**config.mk**
```make
export PLATFORM = sky130hd
export DESIGN_NAME = ctr_position
export DESIGN_NICKNAME = d
export VERILOG_FILES = /design/src/rtl/core/cutoff_tracked_resonance_macros.svh /design/src/rtl/core/ctr_pkg.sv /design/src/rtl/core/ctr_position.sv
export SDC_FILE = /design/constraint.sdc
export NUM_CORES = 1
export LEC_CHECK = 0
export ABC_AREA = 1
export BUFFER_PORTS_ARGS = -buffer_cell sky130_fd_sc_hd__buf_2
export CAP_MARGIN = 20
export CORE_UTILIZATION = 30
export CTS_CLUSTER_SIZE = 24
export DETAILED_ROUTE_END_ITERATION = 7
export HOLD_SLACK_MARGIN = 0.02
export SKIP_CTS_REPAIR_TIMING = 1
export SLEW_MARGIN = 20
export SYNTH_ARGS = -nofsm -noshare
export SYNTH_HDL_FRONTEND = slang
export SYNTH_SLANG_ARGS = --single-unit
```
**constraint.sdc**
```tcl
create_clock -name clk -period 6.3 [get_ports clk]
set_input_delay 1.26 -clock clk [delete_from_list [all_inputs] [get_ports clk]]
set_output_delay 1.26 -clock clk [all_outputs]
set_load 0.1 [all_outputs]
```
**src/rtl/core/cutoff_tracked_resonance_macros.svh**
```systemverilog
// ----------------------------------------------------------------------------
// Assertion macros for the cutoff tracked resonance block
// Each macro expands to a labeled concurrent assertion on clk and rst_n, or to
// nothing when NO_ASSERTIONS is defined.
// ----------------------------------------------------------------------------
`ifndef CUTOFF_TRACKED_RESONANCE_MACROS_SVH
`define CUTOFF_TRACKED_RESONANCE_MACROS_SVH

`ifndef NO_ASSERTIONS

// The condition holds at every clock edge outside reset.
`define CTR_ASSERT_HOLDS(label, cond, msg) \
    label: assert property (@(posedge clk) disable iff (!rst_n) (cond)) \
        else $error(msg);

// The consequent holds at the same edge as the antecedent.
`define CTR_ASSERT_IMP(label, pre, post, msg) \
    label: assert property (@(posedge clk) disable iff (!rst_n) (pre) |-> (post)) \
        else $error(msg);

`else

`define CTR_ASSERT_HOLDS(label, cond, msg)
`define CTR_ASSERT_IMP(label, pre, post, msg)

`endif

`endif

```
**src/rtl/core/ctr_pkg.sv**
```systemverilog
// ----------------------------------------------------------------------------
// Cutoff tracked resonance package
// Configuration types, register and curve codes, and the elaboration-time
// functions that fill the exponential and logarithmic curve tables.
// ----------------------------------------------------------------------------
`default_nettype none

package ctr_pkg;

    localparam int CUT_W      = 16;
    localparam int RES_W      = 16;
    localparam int RECIP_W    = 32;
    localparam int AMT_W      = 17;
    localparam int CURVE_W    = 3;
    localparam int REG_IDX_W  = 3;
    localparam int CFG_DATA_W = 32;

    localparam logic [AMT_W-1:0] AMT_FULL = AMT_W'(65536);

    typedef enum logic [REG_IDX_W-1:0] {
        REG_RIDE_ENABLED      = 3'd0,
        REG_CURVE_SELECT      = 3'd1,
        REG_CUTOFF_FLOOR      = 3'd2,
        REG_CUTOFF_CEILING    = 3'd3,
        REG_SPAN_RECIPROCAL   = 3'd4,
        REG_RESONANCE_FLOOR   = 3'd5,
        REG_RESONANCE_CEILING = 3'd6,
        REG_RIDE_AMOUNT       = 3'd7
    } reg_index_t;

    typedef enum logic [CURVE_W-1:0] {
        CURVE_EXP    = 3'd0,
        CURVE_LOG    = 3'd1,
        CURVE_SMOOTH = 3'd2,
        CURVE_LINEAR = 3'd3,
        CURVE_BLEND  = 3'd4
    } curve_t;

    typedef struct packed {
        logic                 ride_enabled;
        logic [CURVE_W-1:0]   curve_select;
        logic [CUT_W-1:0]     cutoff_floor;
        logic [CUT_W-1:0]     cutoff_ceiling;
        logic [RECIP_W-1:0]   span_reciprocal;
        logic [RES_W-1:0]     resonance_floor;
        logic [RES_W-1:0]     resonance_ceiling;
        logic [AMT_W-1:0]     ride_amount;
    } cfg_t;

    localparam cfg_t CFG_RESET = '{
        ride_enabled:      1'b0,
        curve_select:      CURVE_EXP,
        cutoff_floor:      16'd20,
        cutoff_ceiling:    16'd20000,
        span_reciprocal:   32'd215,
        resonance_floor:   16'd0,
        resonance_ceiling: 16'd62259,
        ride_amount:       17'd32768
    };

    // Restoring division; only ever evaluated while the tables are built.
    function automatic logic [63:0] udiv64(input logic [63:0] num, input logic [63:0] den);
        logic [63:0] q;
        logic [63:0] r;
        int          b;
        q = '0;
        r = '0;
        for (b = 63; b >= 0; b--)
        begin
            r = {r[62:0], num[b]};
            if (r >= den)
            begin
                r    = r - den;
                q[b] = 1'b1;
            end
        end
        return q;
    endfunction

    // e^(-x) by its series, x in Q24, result in Q32.
    function automatic logic [63:0] neg_exp_q32(input logic [63:0] x24);
        logic [63:0] term;
        logic [63:0] pos;
        logic [63:0] neg;
        int          k;
        term = 64'd1 << 32;
        pos  = term;
        neg  = '0;
        for (k = 1; k < 48 && term != 64'd0; k++)
        begin
            term = udiv64((term * x24) >> 24, 64'(k));
            if (k % 2 == 1)
                neg = neg + term;
            else
                pos = pos + term;
        end
        return (pos > neg) ? pos - neg : 64'd0;
    endfunction

    // log2 of a Q30 value of at least one, result in Q30.
    function automatic logic [63:0] log2_q30(input logic [63:0] y_in);
        logic [63:0] y;
        logic [63:0] r;
        int          n;
        int          b;
        y = y_in;
        r = '0;
        for (n = 0; n < 8; n++)
        begin
            if (y >= (64'd2 << 30))
            begin
                y = y >> 1;
                r = r + (64'd1 << 30);
            end
        end
        for (b = 29; b >= 0; b--)
        begin
            y = (y * y) >> 30;
            if (y >= (64'd2 << 30))
            begin
                y    = y >> 1;
                r[b] = 1'b1;
            end
        end
        return r;
    endfunction

    // Exponential table entry: 1 - e^(-3 i / size) with fb fraction bits.
    function automatic logic [63:0] exp_entry(input logic [63:0] i, input logic [63:0] size,
                                              input int fb);
        logic [63:0] one_q;
        logic [63:0] x24;
        logic [63:0] e;
        logic [63:0] eq;
        one_q = 64'd1 << fb;
        x24   = udiv64((64'd3 * i) << 24, size);
        e     = neg_exp_q32(x24);
        eq    = (e + (64'd1 << (31 - fb))) >> (32 - fb);
        if (eq > one_q)
            eq = one_q;
        return one_q - eq;
    endfunction

    // Logarithmic table entry: log10(1 + 9 i / size) with fb fraction bits.
    function automatic logic [63:0] log_entry(input logic [63:0] i, input logic [63:0] size,
                                              input int fb);
        logic [63:0] l10;
        logic [63:0] y;
        logic [63:0] ly;
        l10 = log2_q30(64'd10 << 30);
        y   = (64'd1 << 30) + udiv64((64'd9 * i) << 30, size);
        ly  = log2_q30(y);
        return udiv64((ly << fb) + (l10 >> 1), l10);
    endfunction

endpackage

`default_nettype wire

```
**src/rtl/core/ctr_position.sv**
```systemverilog
// ----------------------------------------------------------------------------
// Cutoff position stages
// Clamps the cutoff to the tracked range, scales it by the span reciprocal and
// hands on the inverted position 1 - p with the base resonance, in three stages.
// ----------------------------------------------------------------------------
`default_nettype none

module ctr_position #(
    parameter int FRACTION_BITS = 16
) (
    input  logic                          clk,
    input  logic                          rst_n,
    input  ctr_pkg::cfg_t                 cfg,
    input  logic                          up_valid,
    output logic                          up_ready,
    input  logic [ctr_pkg::CUT_W-1:0]     up_cutoff,
    input  logic [ctr_pkg::RES_W-1:0]     up_resonance,
    output logic                          dn_valid,
    input  logic                          dn_ready,
    output logic [FRACTION_BITS:0]        dn_inv_position,
    output logic [ctr_pkg::RES_W-1:0]     dn_resonance
);

    localparam int FB     = FRACTION_BITS;
    localparam int PW     = FB + 1;
    localparam int PROD_W = ctr_pkg::CUT_W + ctr_pkg::RECIP_W;
    localparam int SH     = ctr_pkg::RECIP_W - FB;
    localparam int PRAW_W = PROD_W - SH;
    localparam logic [PW-1:0] ONE = PW'(1) << FB;

    logic s1_vld_reg, s2_vld_reg, s3_vld_reg;
    logic s1_en, s2_en, s3_en;

    logic [ctr_pkg::CUT_W-1:0]  clamp_hi;
    logic [ctr_pkg::CUT_W-1:0]  clamp_lo;
    logic [ctr_pkg::CUT_W-1:0]  diff_next, diff_reg;
    logic [ctr_pkg::RES_W-1:0]  s1_res_reg, s2_res_reg, s3_res_reg;
    logic [PROD_W-1:0]          prod_next, prod_reg;
    logic [PRAW_W-1:0]          p_raw;
    logic [PW-1:0]              p_sat;
    logic [PW-1:0]              v_next, v_reg;

    assign s3_en    = !s3_vld_reg || dn_ready;
    assign s2_en    = !s2_vld_reg || s3_en;
    assign s1_en    = !s1_vld_reg || s2_en;
    assign up_ready = s1_en;

    always_comb
    begin
        clamp_hi  = (up_cutoff > cfg.cutoff_ceiling) ? cfg.cutoff_ceiling : up_cutoff;
        clamp_lo  = (clamp_hi < cfg.cutoff_floor) ? cfg.cutoff_floor : clamp_hi;
        diff_next = clamp_lo - cfg.cutoff_floor;

        prod_next = PROD_W'(diff_reg) * PROD_W'(cfg.span_reciprocal);

        // A collapsed range leaves the position at zero; a large product saturates.
        p_raw = prod_reg[PROD_W-1:SH];
        if (cfg.cutoff_ceiling == cfg.cutoff_floor)
            p_sat = '0;
        else if (p_raw > PRAW_W'(ONE))
            p_sat = ONE;
        else
            p_sat = p_raw[PW-1:0];
        v_next = ONE - p_sat;
    end

    always_ff @(posedge clk or negedge rst_n)
    begin
        if (!rst_n)
        begin
            s1_vld_reg <= 1'b0;
            s2_vld_reg <= 1'b0;
            s3_vld_reg <= 1'b0;
        end
        else
        begin
            if (s1_en)
                s1_vld_reg <= up_valid;
            if (s2_en)
                s2_vld_reg <= s1_vld_reg;
            if (s3_en)
                s3_vld_reg <= s2_vld_reg;
        end
    end

    always_ff @(posedge clk)
    begin
        if (s1_en)
        begin
            diff_reg   <= diff_next;
            s1_res_reg <= up_resonance;
        end
        if (s2_en)
        begin
            prod_reg   <= prod_next;
            s2_res_reg <= s1_res_reg;
        end
        if (s3_en)
        begin
            v_reg      <= v_next;
            s3_res_reg <= s2_res_reg;
        end
    end

    assign dn_valid        = s3_vld_reg;
    assign dn_inv_position = v_reg;
    assign dn_resonance    = s3_res_reg;

endmodule

`default_nettype wire

```
==> impl_metrics.json <==
{
  "reg2reg_depth": 23,
  "grt_overflow_total": 0,
  "drcViolationCount": 0,
  "nFillCells": 7667,
  "yosysWarnings": 0,
  "final_util": 0.375,
  "synth_cell_types": 50,
  "area_delta_synth_final_pct": 23.4,
  "synth_ff_type": "edfxtp_1",
  "drt-total-wl_um": 54500,
  "finalSetupViolations": 6,
  "postSynthCellCount": 2774,
  "grt_usage": 0.148,
  "slew_violations": 0,
  "fin_worst_skew_ps": 21.7,
  "pin_count": 188,
  "clock_path_buffers": 2,
  "cp.buffers_inverters": 9,
  "critPathLaunchType": "input port",
  "numPortBuffers": 134,
  "core_area_um2": 74600,
  "rsz0062_at_grt": "true",
  "cts.sinks": 116,
  "viasPerCell": 4.35,
  "cpPeakStageDelay_ps": 590,
  "path_max_fanout": 4,
  "violations": "negative setup slack",
  "arrival_ps": 6490,
  "die_area_um2": 76600,
  "grt_pass1_wl_um": 92800,
  "crit_path_frequent_cell": "fa_1",
  "path_depth": 25,
  "hold_viol": 0,
  "critical_path_class": "input port to register",
  "tritoncts": "built",
  "nNetsFinal": 3814,
  "root_buffer": "clkbuf_16",
  "largest_register_ffs": 32,
  "drive_gt1_frac": 0.205,
  "place_congestion": 0.876,
  "ant_nets": 0,
  "hold_path_depth": 0,
  "die_y_um": 277,
  "crit_required_ps": 6450,
  "maxCapViolations": 0,
  "place_ws_ps": -539,
  "avgSynthCellArea_um2": 8.16,
  "antenna_found_initial": 0,
  "slowest_stage": "fa_1",
  "drt_iter0_markers": 865,
  "firstDrtPassIters": 5,
  "synth-seq-cells": 116,
  "max-slew-margin-rel": 0.329,
  "fmax_mhz": 158,
  "final.setup.worst_slack_ps": -40.1,
  "htree_num_levels": 4,
  "yosysSeqAreaShare": 0.153,
  "clock_latency_ps": 430,
  "synth_area_um2": 22600,
  "syn_nets": 3509,
  "start_util": 0.304,
  "dp_hpwl_um": 46600,
  "diodes": 0,
  "status": "complete, but fails checks",
  "core.rowCount": 100,
  "grt_pass1_vias": 19100,
  "critPathCaptureType": "register",
  "tightestPinTransition_ps": 1010,
  "fin_crit_sh": 1.01,
  "hold_class": "register to register",
  "cp_top_family": "adder cells",
  "synthArstFlopShare": 0.0259,
  "die_width_um": 277,
  "synth_edf_count": 113,
  "post_drt_wl_per_cell_um": 13.4,
  "min_period_ps": 6340,
  "clk_pin_slew_ps": 60,
  "grt_max_degree": 49,
  "num_vias": 17700,
  "cts_buffers": 17
}
==> cells in the mapped netlist, types with 15 or more instances <==
cell type,n,share of area
o21ai_0,56,0.012
nand2_1,739,0.12
ha_1,164,0.091
xnor2_1,23,0.0089
a31oi_1,15,0.0041
fa_1,418,0.37
edfxtp_1,113,0.15
inv_1,765,0.13
a21oi_1,87,0.019
clkbuf_1,113,0.019
nand3_1,27,0.0060
nor2_1,99,0.016
xor2_1,38,0.015
==> metal layers <==
layer  part of all wire  track usage  up-vias
li1                   -            -     8700
met1               0.43        0.180     8592
met2               0.52        0.278      320
met3              0.032       0.0146       69
met4              0.019       0.0392        0
met5                  0            0        -
==> metrics by stage <==
| stage | cell area [um2] | setup TNS [ps] | std cells | hold WS [ps] |
|---|---|---|---|---|
| after floorplan | 23200 | -261 | 2774 | 400 |
| after global placement | 26400 | -11970 | 4019 | 401 |
| after detailed placement | 26400 | -11920 | 4019 | 405 |
| after CTS | 27000 | -794 | 4051 | 414 |
| after global routing | 27900 | -3050 | 4061 | 421 |
| final | 27900 | -197 | 4061 | 416 |
==> area by class of cell <==
| class | count | area, um2 | area share |
|---|---|---|---|
| multi-input cells | 1765 | 16600 | 0.595 |
| inverters | 775 | 2910 | 0.104 |
| repair buffers | 404 | 3120 | 0.112 |
| well taps | 969 | 1210 | 0.0434 |
| flip-flops and latches | 116 | 3470 | 0.124 |
| clock buffers | 17 | 425 | 0.0152 |
| clock inverters | 15 | 171 | 0.00613 |
==> layout by cell type (no fill, tap or decap), drive strengths merged, types with 5 or more instances in the layout <==
master,instances
nor2,105
nand2,739
edfxtp,113
a21oi,88
buf,400
nor4,5
clkbuf,21
a31oi,16
nand4,15
inv,781
xnor2,23
fa,418
o21a,7
clkinv,7
xor2,38
nand3,37
o21ai,71
ha,164
nor3,12
==> path summary, 6_finish.rpt <==
check | start | end | slack [ps]
max in group asynchronous | rst_n | dn_valid$_DFFE_PN0P_ | 5570
min in group asynchronous | rst_n | s1_vld_reg$_DFFE_PN0P_ | 610
worst min register to register | s2_res_reg[13]$_DFFE_PP_ | dn_resonance[13]$_DFFE_PP_ | 420
worst max register to register | diff_reg[10]$_DFFE_PP_ | prod_reg[38]$_DFFE_PP_ | 340
worst min-delay path | s2_res_reg[13]$_DFFE_PP_ | dn_resonance[13]$_DFFE_PP_ | 420
worst max-delay path | cfg[57] | prod_reg[38]$_DFFE_PP_ | -40
==> cells by family after synthesis <==
logic type | synth area share
flip-flops | 0.153
AND/OR/NAND/NOR | 0.163
adder cells (fa/ha/maj) | 0.460
XOR/XNOR | 0.0236
AO/OA/AOI/OAI | 0.0510
buffers and inverters | 0.149
Power is left out: the tool's default activity adds up to more than one toggle a clock period on the data nets, which glitch-free logic cannot reach.
