### src/rtl/core/cutoff_tracked_resonance_macros.svh
// ----------------------------------------------------------------------------
// Assertion macros for the cutoff tracked resonance block
// Each macro expands to a labeled concurrent assertion on clk and rst_n, or to
// nothing when NO_ASSERTIONS is defined.
// ----------------------------------------------------------------------------
`ifndef CUTOFF_TRACKED_RESONANCE_MACROS_SVH
`define CUTOFF_TRACKED_RESONANCE_MACROS_SVH

`ifndef NO_ASSERTIONS

// The condition holds at every clock edge outside reset.
`define CTR_ASSERT_HOLDS(label, cond, msg) \
    label: assert property (@(posedge clk) disable iff (!rst_n) (cond)) \
        else $error(msg);

// The consequent holds at the same edge as the antecedent.
`define CTR_ASSERT_IMP(label, pre, post, msg) \
    label: assert property (@(posedge clk) disable iff (!rst_n) (pre) |-> (post)) \
        else $error(msg);

`else

`define CTR_ASSERT_HOLDS(label, cond, msg)
`define CTR_ASSERT_IMP(label, pre, post, msg)

`endif

`endif

### src/rtl/core/ctr_pkg.sv
// ----------------------------------------------------------------------------
// Cutoff tracked resonance package
// Configuration types, register and curve codes, and the elaboration-time
// functions that fill the exponential and logarithmic curve tables.
// ----------------------------------------------------------------------------
`default_nettype none

package ctr_pkg;

    localparam int CUT_W      = 16;
    localparam int RES_W      = 16;
    localparam int RECIP_W    = 32;
    localparam int AMT_W      = 17;
    localparam int CURVE_W    = 3;
    localparam int REG_IDX_W  = 3;
    localparam int CFG_DATA_W = 32;

    localparam logic [AMT_W-1:0] AMT_FULL = AMT_W'(65536);

    typedef enum logic [REG_IDX_W-1:0] {
        REG_RIDE_ENABLED      = 3'd0,
        REG_CURVE_SELECT      = 3'd1,
        REG_CUTOFF_FLOOR      = 3'd2,
        REG_CUTOFF_CEILING    = 3'd3,
        REG_SPAN_RECIPROCAL   = 3'd4,
        REG_RESONANCE_FLOOR   = 3'd5,
        REG_RESONANCE_CEILING = 3'd6,
        REG_RIDE_AMOUNT       = 3'd7
    } reg_index_t;

    typedef enum logic [CURVE_W-1:0] {
        CURVE_EXP    = 3'd0,
        CURVE_LOG    = 3'd1,
        CURVE_SMOOTH = 3'd2,
        CURVE_LINEAR = 3'd3,
        CURVE_BLEND  = 3'd4
    } curve_t;

    typedef struct packed {
        logic                 ride_enabled;
        logic [CURVE_W-1:0]   curve_select;
        logic [CUT_W-1:0]     cutoff_floor;
        logic [CUT_W-1:0]     cutoff_ceiling;
        logic [RECIP_W-1:0]   span_reciprocal;
        logic [RES_W-1:0]     resonance_floor;
        logic [RES_W-1:0]     resonance_ceiling;
        logic [AMT_W-1:0]     ride_amount;
    } cfg_t;

    localparam cfg_t CFG_RESET = '{
        ride_enabled:      1'b0,
        curve_select:      CURVE_EXP,
        cutoff_floor:      16'd20,
        cutoff_ceiling:    16'd20000,
        span_reciprocal:   32'd215,
        resonance_floor:   16'd0,
        resonance_ceiling: 16'd62259,
        ride_amount:       17'd32768
    };

    // Restoring division; only ever evaluated while the tables are built.
    function automatic logic [63:0] udiv64(input logic [63:0] num, input logic [63:0] den);
        logic [63:0] q;
        logic [63:0] r;
        int          b;
        q = '0;
        r = '0;
        for (b = 63; b >= 0; b--)
        begin
            r = {r[62:0], num[b]};
            if (r >= den)
            begin
                r    = r - den;
                q[b] = 1'b1;
            end
        end
        return q;
    endfunction

    // e^(-x) by its series, x in Q24, result in Q32.
    function automatic logic [63:0] neg_exp_q32(input logic [63:0] x24);
        logic [63:0] term;
        logic [63:0] pos;
        logic [63:0] neg;
        int          k;
        term = 64'd1 << 32;
        pos  = term;
        neg  = '0;
        for (k = 1; k < 48 && term != 64'd0; k++)
        begin
            term = udiv64((term * x24) >> 24, 64'(k));
            if (k % 2 == 1)
                neg = neg + term;
            else
                pos = pos + term;
        end
        return (pos > neg) ? pos - neg : 64'd0;
    endfunction

    // log2 of a Q30 value of at least one, result in Q30.
    function automatic logic [63:0] log2_q30(input logic [63:0] y_in);
        logic [63:0] y;
        logic [63:0] r;
        int          n;
        int          b;
        y = y_in;
        r = '0;
        for (n = 0; n < 8; n++)
        begin
            if (y >= (64'd2 << 30))
            begin
                y = y >> 1;
                r = r + (64'd1 << 30);
            end
        end
        for (b = 29; b >= 0; b--)
        begin
            y = (y * y) >> 30;
            if (y >= (64'd2 << 30))
            begin
                y    = y >> 1;
                r[b] = 1'b1;
            end
        end
        return r;
    endfunction

    // Exponential table entry: 1 - e^(-3 i / size) with fb fraction bits.
    function automatic logic [63:0] exp_entry(input logic [63:0] i, input logic [63:0] size,
                                              input int fb);
        logic [63:0] one_q;
        logic [63:0] x24;
        logic [63:0] e;
        logic [63:0] eq;
        one_q = 64'd1 << fb;
        x24   = udiv64((64'd3 * i) << 24, size);
        e     = neg_exp_q32(x24);
        eq    = (e + (64'd1 << (31 - fb))) >> (32 - fb);
        if (eq > one_q)
            eq = one_q;
        return one_q - eq;
    endfunction

    // Logarithmic table entry: log10(1 + 9 i / size) with fb fraction bits.
    function automatic logic [63:0] log_entry(input logic [63:0] i, input logic [63:0] size,
                                              input int fb);
        logic [63:0] l10;
        logic [63:0] y;
        logic [63:0] ly;
        l10 = log2_q30(64'd10 << 30);
        y   = (64'd1 << 30) + udiv64((64'd9 * i) << 30, size);
        ly  = log2_q30(y);
        return udiv64((ly << fb) + (l10 >> 1), l10);
    endfunction

endpackage

`default_nettype wire

### src/rtl/core/ctr_ride.sv
// ----------------------------------------------------------------------------
// Ride scaling stages
// Scales the curve value by the ride amount and the resonance span, adds it
// to the base resonance and clamps, or passes the base through when disabled.
// Three stages; the last one is the output register.
// ----------------------------------------------------------------------------
`default_nettype none

module ctr_ride #(
    parameter int FRACTION_BITS = 16
) (
    input  logic                          clk,
    input  logic                          rst_n,
    input  ctr_pkg::cfg_t                 cfg,
    input  logic                          up_valid,
    output logic                          up_ready,
    input  logic [FRACTION_BITS:0]        up_curve,
    input  logic [ctr_pkg::RES_W-1:0]     up_resonance,
    output logic                          dn_valid,
    input  logic                          dn_ready,
    output logic [ctr_pkg::RES_W-1:0]     dn_resonance
);

    localparam int FB    = FRACTION_BITS;
    localparam int PW    = FB + 1;
    localparam int AW    = ctr_pkg::AMT_W;
    localparam int RW    = ctr_pkg::RES_W;
    localparam int PA_W  = PW + AW;
    localparam int PB_W  = PW + RW;
    localparam int MAG_W = RW + 1;
    localparam int SUM_W = RW + 3;

    logic r1_vld_reg, r2_vld_reg, r3_vld_reg;
    logic r1_en, r2_en, r3_en;

    logic [AW-1:0]    amt;
    logic [PA_W-1:0]  pa_next, pa_reg;
    logic [PW-1:0]    ride_a;
    logic             span_neg;
    logic [RW-1:0]    span_mag;
    logic [PB_W-1:0]  pb_next, pb_reg;
    logic [RW-1:0]    r1_res_reg, r2_res_reg;

    logic [MAG_W-1:0]        add_mag;
    logic signed [SUM_W-1:0] base_s;
    logic signed [SUM_W-1:0] add_s;
    logic signed [SUM_W-1:0] sum_s;
    logic signed [SUM_W-1:0] ceil_s;
    logic signed [SUM_W-1:0] floor_s;
    logic signed [SUM_W-1:0] clip_hi;
    logic signed [SUM_W-1:0] clip_lo;
    logic [RW-1:0]           result_next, result_reg;

    assign r3_en    = !r3_vld_reg || dn_ready;
    assign r2_en    = !r2_vld_reg || r3_en;
    assign r1_en    = !r1_vld_reg || r2_en;
    assign up_ready = r1_en;

    always_comb
    begin
        amt     = (cfg.ride_amount > ctr_pkg::AMT_FULL) ? ctr_pkg::AMT_FULL : cfg.ride_amount;
        pa_next = PA_W'(up_curve) * PA_W'(amt);

        // The ride amount is at most one, so the scaled curve stays within PW bits.
        ride_a   = pa_reg[16+PW-1:16];
        span_neg = cfg.resonance_ceiling < cfg.resonance_floor;
        span_mag = span_neg ? cfg.resonance_floor - cfg.resonance_ceiling
                            : cfg.resonance_ceiling - cfg.resonance_floor;
        pb_next  = PB_W'(ride_a) * PB_W'(span_mag);

        add_mag = pb_reg[FB+MAG_W-1:FB];
        base_s  = $signed({3'b000, r2_res_reg});
        add_s   = $signed({2'b00, add_mag});
        sum_s   = span_neg ? base_s - add_s : base_s + add_s;
        ceil_s  = $signed({3'b000, cfg.resonance_ceiling});
        floor_s = $signed({3'b000, cfg.resonance_floor});
        // The floor is applied last, so it wins when the range is inverted.
        clip_hi = (sum_s > ceil_s) ? ceil_s : sum_s;
        clip_lo = (clip_hi < floor_s) ? floor_s : clip_hi;
        result_next = cfg.ride_enabled ? clip_lo[RW-1:0] : r2_res_reg;
    end

    always_ff @(posedge clk or negedge rst_n)
    begin
        if (!rst_n)
        begin
            r1_vld_reg <= 1'b0;
            r2_vld_reg <= 1'b0;
            r3_vld_reg <= 1'b0;
        end
        else
        begin
            if (r1_en)
                r1_vld_reg <= up_valid;
            if (r2_en)
                r2_vld_reg <= r1_vld_reg;
            if (r3_en)
                r3_vld_reg <= r2_vld_reg;
        end
    end

    always_ff @(posedge clk)
    begin
        if (r1_en)
        begin
            pa_reg     <= pa_next;
            r1_res_reg <= up_resonance;
        end
        if (r2_en)
        begin
            pb_reg     <= pb_next;
            r2_res_reg <= r1_res_reg;
        end
        if (r3_en)
            result_reg <= result_next;
    end

    assign dn_valid     = r3_vld_reg;
    assign dn_resonance = result_reg;

endmodule

`default_nettype wire

### config.mk
export PLATFORM = sky130hd
export DESIGN_NAME = ctr_ride
export DESIGN_NICKNAME = d
export VERILOG_FILES = /design/src/rtl/core/cutoff_tracked_resonance_macros.svh /design/src/rtl/core/ctr_pkg.sv /design/src/rtl/core/ctr_ride.sv
export SDC_FILE = /design/constraint.sdc
export NUM_CORES = 2
export LEC_CHECK = 0
export BUFFER_PORTS_ARGS = -buffer_cell sky130_fd_sc_hd__buf_2
export CORE_MARGIN = 1.5
export CORE_UTILIZATION = 55
export CTS_BUF_LIST = sky130_fd_sc_hd__clkbuf_4 sky130_fd_sc_hd__clkbuf_8
export CTS_CLUSTER_SIZE = 28
export DETAILED_ROUTE_END_ITERATION = 16
export PLACE_DENSITY = 0.85
export SYNTH_ARGS = -nofsm -noshare
export SYNTH_HDL_FRONTEND = slang
export SYNTH_SLANG_ARGS = --single-unit
### constraint.sdc
create_clock -name clk -period 10.84 [get_ports clk]
set_input_delay 2.168 -clock clk [delete_from_list [all_inputs] [get_ports clk]]
set_output_delay 2.168 -clock clk [all_outputs]
set_load 0.01 [all_outputs]
==> key figures <==
Critical path
  – Nature of the critical path startpoint: input port
  – CP max-delay cell: fa_1
  – Crit-path max cell delay: 570 ps
  – Worst Path Arrival: 10620 ps
  – Maximum fanout along the worst path: 6
  – Data required time at the worst endpoint: 10960 ps
  – Type of destination of the critical path: flip-flop
  – Critical path class: input port to flip-flop

Timing
  – Worst Setup Slack, final: 339 ps
  – Fin. Hold Viols: 0
  – Slew Limit Fails: 0
  – Clk_skew: 27.9 ps
  – Slew @ Worst Pin: 1420 ps
  – Slew HR: 4.86%
  – Hold slack final: 429 ps
  – Min Tclk post-route: 10500 ps
  – Fmax: 95.2 MHz
  – Endpoints failing setup: 0
  – Final Cycle Share: 96.9%

Floorplan
  – Io pins: 172
  – Core region area: 44400 um2
  – Initial core utilization: 55.9%
  – Die area: 46400 um2
  – Die width: 215 um
  – Num rows: 77
  – DIE HEIGHT: 215 um

Route
  – Routed Antenna Nets: 0
  – Drc violations: 0
  – Drt first pass iters: 6
  – DRT iter0 DRCs: 1538
  – Vias per inst: 5.70
  – Via count: 19587
  – Drt total wl: 62900 um
  – Drt wl/cell: 18.3 um

Global route
  – Initial antenna violation count: 0
  – Gr ovfl total: 0
  – Vias in the first global route: 21202
  – First-pass GRT wire length: 103000 um
  – Gr usage total: 27.6%
  – Largest net degree at the start of global routing: 35

Logic synthesis
  – Sequential fraction of the synthesis area: 10.2%
  – Post-Syn Area: 24800 um2
  – Synth Net Count: 3626
  – Synth cell types: 96
  – Syn Inst Count: 2742
  – Post-synth ARST share: 3.53%
  – Synthesis Warnings: 0
  – Post-synthesis register bit count: 85
  – Syn Area/Cell: 9.05 um2
  – Top_reg_cell synth: edfxtp_1
  – Post-synth EDFFs: 82

Cells and area
  – Layout Utilization: 60.0%
  – Filler Cell Count: 3618
  – Nets@finish: 3724
  – Diodes inserted: 0
  – Area growth syn-to-layout: 7.35%
  – Share of layout cells above drive strength 1: 9.74%

Clock network
  – Root Driver: clkbuf_8
  – CTS tree: done
  – CTS H-Tree Depth: 3
  – CTS Buf Count: 9
  – Clock-pin slew on the worst setup and hold paths: 110 ps
  – Clock Path Buffers: 2
  – TritonCTS Sinks: 85
  – Later-pin clock latency in the skew report: 380 ps

Placed design
  – PortBufs: 104
  – RD Place Congestion: 0.928
  – Worst slack at placement: -241 ps
  – HPWL after DPL: 51400 um

Status
  – Status: complete, no violations

Flow run
  – Max_cap viols: 0

Hold path
  – Hold Path Class: flip-flop to flip-flop
[synthesized netlist by cell type, drive strengths merged (18+ instances only)]
library cell | n | area [um2]
nand2b | 39 | 244
mux2i | 32 | 320
and2 | 168 | 1050
a21o | 36 | 270
o21ai | 45 | 225
nand2 | 407 | 1530
xnor2 | 44 | 385
edfxtp | 82 | 2460
inv | 610 | 2290
nor2b | 44 | 275
buf | 33 | 185
xor2 | 18 | 158
nor2 | 43 | 169
clkbuf | 78 | 293
a21oi | 64 | 324
nand3 | 23 | 120
fa | 432 | 8650
nor3 | 20 | 105
ha | 298 | 3730
[what timing repair did]
action                                 in CTS  in global routing
endpoints found under the hold margin       0                  0
setup endpoints to repair                   0                  8
resized for setup                           0                 20
setup buffers                               0                  6
hold buffers                                0                  0
[critical path: cells and delay by family]
family	cells	cell delay [ps]
simple gates	4	500
xor+xnor	2	270
fa+ha+maj	9	3880
compound gates	11	2200
buf+inv	13	1600
[routing by layer]
metal / wire length (um) / GRT usage [%]
met1: 23800 / 34.0
met2: 31600 / 49.3
met4: 2380 / 10.7
met5: 0 / 0
met3: 5110 / 3.37
[worst paths after layout]
check	from	to	slack [ps]	cells past startpoint
worst max-delay path	cfg[17]	pb_reg[26]	340	39
worst min-delay path	r1_res_reg[10]	r2_res_reg[10]	430	0
worst max register to register	r2_res_reg[2]	dn_resonance[3]	2720	28
worst min register to register	r1_res_reg[10]	r2_res_reg[10]	430	0
max in group asynchronous	rst_n	r2_vld_reg	9180	1
min in group asynchronous	rst_n	dn_valid	1550	1
[kinds of logic (layout without fill, tap and decap cells)]
kind of cell               after synthesis  in the layout  synth area share [%]
and+or+nand+nor                        806            806                  15.9
xor gates and xnor gates                62             62                  2.19
AOI/OAI and AO/OA                      290            290                  8.68
muxes                                   47             47                  2.00
DFF                                     85             85                  10.2
adders and majority gates              730            730                  49.9
buffers and inverters                  722            825                  11.2
[area by class of cell]
cell class,instances,area (um2),share of cell area (%)
multi-input combinational,1935,19600,73.5
sequential,85,2540,9.52
inverter,611,2290,8.61
timing repair buffer,198,1280,4.80
tap,592,741,2.78
clock buffer,9,124,0.465
clock inverter,7,75.1,0.282
[cell usage in the layout (no fill, tap or decap), types with 13 or more instances in the layout]
cell type	synthesis	layout
xnor2_1	44	43
and2_1	167	167
nor2b_1	44	44
nand3_1	22	22
mux2i_1	32	31
edfxtp_1	82	82
mux2_2	13	13
nor2_1	42	42
inv_1	610	610
xor2_1	18	18
nand2_1	405	405
nand2b_1	39	39
a21o_1	36	36
buf_2	16	104
a21oi_1	63	62
o21ai_0	38	36
nor3_1	19	19
fa_1	432	432
buf_4	3	89
ha_1	298	297
[through the flow]
stage,instances,setup TNS [ps],area [um2]
global route,3437,-40.1,26600
CTS,3431,0,26500
floorplan,2742,0,24800
finish,3437,0,26600
detailed placement,3415,-786,26300
global placement,3415,-48.1,26300
Power is not shown: default switching activity piles up to over one toggle a cycle in this logic, so the estimate is an artifact.
